==> config.mk <==
export PLATFORM = sky130hd
export DESIGN_NAME = pfmd_dist
export DESIGN_NICKNAME = d
export VERILOG_FILES = /design/src/hw/rtl/assert_macros.svh /design/src/hw/rtl/pfmd_pkg.sv /design/src/hw/rtl/pfmd_dist.sv
export SDC_FILE = /design/constraint.sdc
export NUM_CORES = 2
export LEC_CHECK = 0
export ABC_AREA = 1
export BUFFER_PORTS_ARGS = -buffer_cell sky130_fd_sc_hd__buf_4
export CORE_MARGIN = 3
export CORE_UTILIZATION = 25
export CTS_CLUSTER_DIAMETER = 100
export DETAILED_ROUTE_END_ITERATION = 16
export GPL_ROUTABILITY_DRIVEN = 1
export PLACE_DENSITY_LB_ADDON = 0.2
export SLEW_MARGIN = 10
export SYNTH_ARGS = -nofsm -noshare
export SYNTH_HDL_FRONTEND = slang
export SYNTH_SLANG_ARGS = --single-unit
export TNS_END_PERCENT = 50
==> constraint.sdc <==
create_clock -name i_clk -period 5.55 [get_ports i_clk]
set_input_delay 1.665 -clock i_clk [delete_from_list [all_inputs] [get_ports i_clk]]
set_output_delay 1.665 -clock i_clk [all_outputs]
set_load 0.01 [all_outputs]
==> src/hw/rtl/assert_macros.svh <==
// assertion helpers shared by the rtl files
`ifndef ASSERT_MACROS_SVH
`define ASSERT_MACROS_SVH

// antecedent implies consequent in the same cycle
`define AST_SAME(lbl, clk, rst_n, ant, cons, msg) \
    lbl: assert property (@(posedge clk) disable iff (!rst_n) (ant) |-> (cons)) \
        else $error(msg);

// antecedent implies consequent in the next cycle
`define AST_NEXT(lbl, clk, rst_n, ant, cons, msg) \
    lbl: assert property (@(posedge clk) disable iff (!rst_n) (ant) |=> (cons)) \
        else $error(msg);

`endif

==> src/hw/rtl/pfmd_pkg.sv <==
// ----------------------------------------------------------------------------
// pfmd_pkg
// Shared constants and types of the point frame motion detector.
// ----------------------------------------------------------------------------
`default_nettype none

package pfmd_pkg;

    localparam int MAX_POINTS_DEF = 16384;
    localparam int COORD_BITS_DEF = 16;

    localparam int THR_W     = 34;
    localparam int CNT_W     = 15;
    localparam int CFG_IDX_W = 2;

    // register indexes of the configuration port
    localparam logic [CFG_IDX_W-1:0] REG_DIST_SQ_THRESHOLD = 2'd0;
    localparam logic [CFG_IDX_W-1:0] REG_COUNT_CAP         = 2'd1;
    localparam logic [CFG_IDX_W-1:0] REG_ALARM_COUNT       = 2'd2;

    localparam logic [THR_W-1:0] THR_RESET   = 34'd262144;
    localparam logic [CNT_W-1:0] CAP_RESET   = 15'd5100;
    localparam logic [CNT_W-1:0] ALARM_RESET = 15'd5000;
    localparam logic [CNT_W-1:0] CNT_SAT     = '1;

    // per-point control flags that travel beside the distance pipeline
    typedef struct packed {
        logic elig;
        logic last;
        logic hp;
    } t_ctl;

endpackage

`default_nettype wire

==> src/hw/rtl/pfmd_dist.sv <==
// ----------------------------------------------------------------------------
// pfmd_dist
// Three-stage squared distance and threshold compare between two points.
// ----------------------------------------------------------------------------
`default_nettype none

module pfmd_dist #(
    parameter int CW = pfmd_pkg::COORD_BITS_DEF
) (
    input  wire logic                       i_clk,
    input  wire logic                       i_en,
    input  wire logic [3*CW-1:0]            i_cur,
    input  wire logic [3*CW-1:0]            i_prev,
    input  wire logic [pfmd_pkg::THR_W-1:0] i_thr,
    output logic                            o_over
);

    localparam int SUM_W = 2*CW + 2;
    localparam int CMP_W = (SUM_W > pfmd_pkg::THR_W) ? SUM_W : pfmd_pkg::THR_W;

    logic [CW-1:0]   n_ad [3];
    logic [CW-1:0]   r_ad [3];
    logic [2*CW-1:0] r_sq [3];
    logic [SUM_W-1:0] n_sum;
    logic             r_over;

    for (genvar k = 0; k < 3; k++) begin : g_lane
        logic signed [CW:0] w_diff;
        assign w_diff = $signed({i_cur[k*CW+CW-1], i_cur[k*CW +: CW]})
                      - $signed({i_prev[k*CW+CW-1], i_prev[k*CW +: CW]});
        // magnitude of a difference of two CW-bit values fits CW bits
        always_comb begin
            if (w_diff[CW]) begin
                n_ad[k] = CW'(-w_diff);
            end else begin
                n_ad[k] = w_diff[CW-1:0];
            end
        end

        always_ff @(posedge i_clk) begin
            if (i_en) begin
                r_ad[k] <= n_ad[k];
                r_sq[k] <= r_ad[k] * r_ad[k];
            end
        end
    end

    assign n_sum = SUM_W'(r_sq[0]) + SUM_W'(r_sq[1]) + SUM_W'(r_sq[2]);

    always_ff @(posedge i_clk) begin
        if (i_en) begin
            r_over <= CMP_W'(n_sum) > CMP_W'(i_thr);
        end
    end

    assign o_over = r_over;

endmodule

`default_nettype wire

Word level (Yosys, flattened, before mapping)
Memories as Yosys holds them, arrays and structs flattened.
Index checks and enable logic that the tools add are counted.

storage, ports and cells
  register bits after elaboration = 1
  bits in latches = 0
  memory bits (writable) = 144
  bits in read-only memories = 0
  bits of input ports = 132
  output and inout bits = 1
  logic and storage cells = 20
  memories = 2

operators by class
  add/subtract/negate cells = 8
  multiply operators = 3
  divide/modulo/power cells = 0
  order comparisons = 1
  equal/unequal tests = 0
  shift operators = 0
  muxes and demuxes = 5
  bitwise operators = 0
  reductions and logical operators = 0

memories
  memory  words  width  read ports  clocked after Yosys merged registers in  wr ports  RTL line         source
  r_sq    3      32     3           0                                        3         pfmd_dist.sv:23  logic [2*CW-1:0] r_sq [3];
  r_ad    3      16     3           0                                        3         pfmd_dist.sv:22  logic [CW-1:0] r_ad [3];

operators by type and width
  kind                          number
  multiplier 16 x 16 -> 32 bit  3
  subtractor 16 x 16 -> 17 bit  3
  two-way mux 16 bit            3
  negation 16 bit               3
  adder 33 x 32 -> 34 bit       1
  > comparator 34 bit           1
  adder 32 x 32 -> 33 bit       1
  two-way mux 1 bit             2

Depth between registers and ports, before layout
  depth in word-level cells = 3
  gate-level depth with buffers = 27
  mapped depth without buffers = 25

Least setup slack after synthesis
OpenSTA, ideal clock, no wires.

  kind = flip-flop to flip-flop
  start point = mem r_ad[0][11] (netlist name)
  end point = mem r_sq[0][30] (netlist name), data pin
  library setup time = 0.262 ns
  data arrival time = 5.221 ns
  required time = 5.288 ns
  path slack = 0.067 ns
  stages on the path, launching flop included = 22
  path buffers = 2
  cells stage by stage = edfxtp_1 -> clkbuf_1 -> clkbuf_1 -> nand2_1 -> fa_1 -> fa_1 -> inv_1 -> fa_1 -> fa_1 -> fa_1 -> inv_1 -> fa_1 -> inv_1 -> ha_1 -> nand2_1 -> nor2_1 -> inv_1 -> nor2_1 -> nand4_1 -> nand3_1 -> a21oi_1 -> xor2_1

RTL lines
  what             RTL line
  start, declared  pfmd_dist.sv:22
  end, declared    pfmd_dist.sv:23

==> metrics.md <==
| Metric | Value |
|---|---|
| Total congestion overflow | `0` |
| Yosys top cell area share | `30.37%` |
| Fin. Hold Viols | `0` |
| Reg2reg setup slack | `between 0.01 and 0.015 ns` |
| Initial Util | `25.26%` |
| Total negative slack | `0 ns` |
| H-tree Lvls | `4` |
| Total routed wirelength | `89.47 mm` |
| Worst path cell trace | `buf_4 -> buf_6 -> buf_4 -> fa_1 -> fa_1 -> fa_1 -> fa_2 -> fa_1 -> inv_1 -> fa_1 -> inv_1 -> ha_4 -> nand2_1 -> inv_1 -> nand3_1 -> nor3_2 -> buf_4 -> nand4_1 -> nand3_2 -> nand2_2 -> nand2_2 -> xor2_2` |
| Worst path max stage delay | `0.58 ns` |
| WHS | `0.8079 ns` |
| DRC | `0` |
| Worst slew pin tran | `0.7761 ns` |
| Final Wtd Congestion | `0.8611` |
| WP data arrival | `between 5 and 6 ns` |
| Layout Skew | `about 0.023 ns` |
| Final Worst Setup Slack | `~0.014 ns` |
| Die area | `141,900 um^2` |
| TritonRoute pass-1 iters | `5` |
| Min-Delay Startpoint | `r_ad[0][0]$_DFFE_PP_` |
| Antenna violations before repair | `0` |
| Share of the core filled with cells | `a little under a third` |
| Sequential share of the synthesized area | `12.41%` |
| Max transition margin | `48.26%` |
| Avg Synthesized Cell Area | `roughly 8 um^2` |
| Num CTS Buffers | `17` |
| Worst Setup Path Type | `flop to flop` |
| Nets | `about 5.9k` |
| CTS Buffer Depth | `2` |
| Peak Freq | `between 150 and 200 MHz` |
| First-pass GRT wire length | `approximately 150 mm` |
| Gr usage total | `approximately an eighth` |
| Synth Register Bits | `142` |
| Kind of cell with the highest combined delay on the critical path | `adder cells` |
| RR Endpoint | `r_sq[0][58]$_DFFE_PP_` |
| Row count | `135` |
| Slowest-stage cell, CP | `fa_1` |
| Dpl ws | `-0.2311 ns` |
| Setup violations, final | `0` |
| Via Count | `27.64k` |
| Post-DR vias/cell | `4.170` |
| Root Driver | `clkbuf_16` |
| Largest area contributor in the netlist | `fa_1` |
| Vias in the first global route | `28.76k` |
| CP Launch Type | `flop` |
| Synth warnings | `0` |
| CTS Sinks | `142` |
| Port buffer count | `132` |
| Wire per inst | `13.50 um` |
| CP dominant cell by count | `fa_1` |
| Max FO, Critical Path | `4` |
| Setup crit end kind | `flop` |
| Post-DRT Antenna Nets | `0` |
| CTS tree | `built` |
| Status | `complete, no violations` |
| Fin crit share | `99.74%` |
| Max-slew violation count | `0` |
| Commonest non-fill, non-tap cell in the layout | `inv_1` |
| Reg2reg path depth | `22` |
| CORE AREA | `about 140,000 um^2` |
| RSZ-0062 raised after global routing | `yes` |
| Fraction of layout cells with a size suffix above 1 | `18.49%` |
| Die Wd | `376.7 um` |
| Bufs and invs on worst path | `7` |
| Synthesized area | `34,350 um^2` |
| Max cap viols | `0` |
| Critical R2R Launch | `r_ad[0][25]$_DFFE_PP_` |
| Fill cells | `between 10k and 15k` |
| Worst Hold End | `r_sq[0][0]$_DFFE_PP_` |
| Diode count | `0` |
| WP data required | `~5.8 ns` |
| Largest net degree at the start of global routing | `68` |
| Class of the worst hold path | `flop to flop` |
| Instance count on the critical path | `22` |
| Mapped Cells | `4,385` |
| Layout Area Growth over Synthesis | `23.72%` |
| Worst skew pair latency | `0.50 ns` |
| Area contributors post-synth | `fa_1 (30%), ha_1 (15%), inv_1 (13%), edfxtp_1 (12%), nand2_1 (11%)` |
| 1st-iter DRT viols | `1,185` |
| Netlist cell types | `39` |
| I/O Pins | `133` |
| Final Critical Period | `5.536 ns` |
| Most frequent cells in the layout | `inv_1 (1,165), nand2_1 (938), fa_1 (505), buf_4 (461), ha_1 (374)` |
| Die span in y | `between 300 and 400 um` |
| Reg clk slew, reported paths | `0.08 ns` |
| DP HPWL | `78.37 mm` |
| WHS Path Cells | `1` |
==> cell usage after synthesis <==
library cell	count
o21a_1	6
or2_2	8
nand2_1	1010
a31o_2	3
and2_1	8
nand3_1	125
a21boi_1	3
nor4_1	6
a21oi_1	206
a211oi_1	2
inv_1	1209
o211ai_1	11
o21bai_1	16
a21boi_0	4
buf_1	1
xnor2_1	58
o2111ai_1	2
nand3b_1	6
conb_1	2
nor3_1	26
o21ai_1	17
nand2_2	13
xor2_1	111
nor2_1	200
o31ai_1	2
fa_1	521
edfxtp_1	142
o21ai_0	83
o21ai_2	5
buf_6	3
ha_1	419
nand2_4	3
o31a_1	3
nor2_2	2
nand4_1	38
a31oi_1	5
clkbuf_1	85
nand3_2	7
a21o_1	14
==> what timing repair did <==
action | 4_1_cts | 5_1_grt
setup endpoints to repair | 31 | 59
gates resized for setup | 52 | 381
pin swaps | 12 | 145
cloned | 0 | 3
setup buffers | 19 | 61
hold buffers | 0 | 0
endpoints found under the hold margin | 0 | 0
==> worst register-to-register path, stage by stage (launching register included) <==
cell	delay, ns
edfxtp_1	0.42
buf_4	0.17
buf_6	0.12
buf_4	0.13
fa_1	0.56
fa_1	0.46
fa_1	0.58
fa_2	0.44
fa_1	0.49
inv_1	0.05
fa_1	0.48
inv_1	0.06
ha_4	0.28
nand2_1	0.05
inv_1	0.08
nand3_1	0.11
nor3_2	0.13
buf_4	0.15
nand4_1	0.17
nand3_2	0.13
nand2_2	0.06
nand2_2	0.08
xor2_2	0.07
==> area by class of cell <==
type	instances	area (um^2)	share of cell area [%]
Inverter	1209	4546	10.70
Tap cell	1781	2228	5.244
Sequential cell	142	4264	10.03
Timing Repair Buffer	518	4197	9.876
Clock inverter	15	178.9	0.4211
Multi-Input combinational cell	2946	26650	62.73
Clock buffer	17	425.4	1.001
==> through the flow <==
| stage | instances | area [um^2] |
|---|---|---|
| floorplan | 4386 | 34350 |
| global placement | 6515 | 39590 |
| detailed placement | 6515 | 39590 |
| CTS | 6566 | 40590 |
| global route | 6628 | 42490 |
| finish | 6628 | 42490 |
==> cells by family after synthesis <==
group / count (synthesis) / share of synthesized area (%)
AND/OR/NAND/NOR: 1452 / 17.22
buffers and inverters: 1298 / 14.25
adder cells (fa/ha/maj): 940 / 45.63
AO/OA/AOI/OAI: 382 / 6.149
XOR/XNOR: 169 / 4.309
flip-flops: 142 / 12.41
other: 2 / 0.02187
==> sequential cells by signal, indices dropped and copies added (netlist names) <==
name	count
r_sq	93
r_ad	48
o_over	1
==> metal layers <==
layer	vias to the layer above	GRT usage, %	part of all wire [%]
met4	0	2.114	1.0
met3	42	1.399	3.0
met2	349	20.78	45
met5	-	0	0
met1	13194	19.10	51
li1	14055	-	-
==> worst max-delay path by stage <==
stage	from	end
CTS	r_ad[0][19]$_DFFE_PP_	r_sq[0][58]$_DFFE_PP_
global route	r_ad[0][28]$_DFFE_PP_	r_sq[0][58]$_DFFE_PP_
global placement	r_ad[0][8]$_DFFE_PP_	r_sq[0][30]$_DFFE_PP_
detailed placement	r_ad[0][24]$_DFFE_PP_	r_sq[0][58]$_DFFE_PP_
floorplan	r_ad[0][11]$_DFFE_PP_	r_sq[0][30]$_DFFE_PP_
finish	r_ad[0][25]$_DFFE_PP_	r_sq[0][58]$_DFFE_PP_
Power is not shown: default switching activity piles up to over one toggle a cycle in this logic, so the estimate is an artifact.
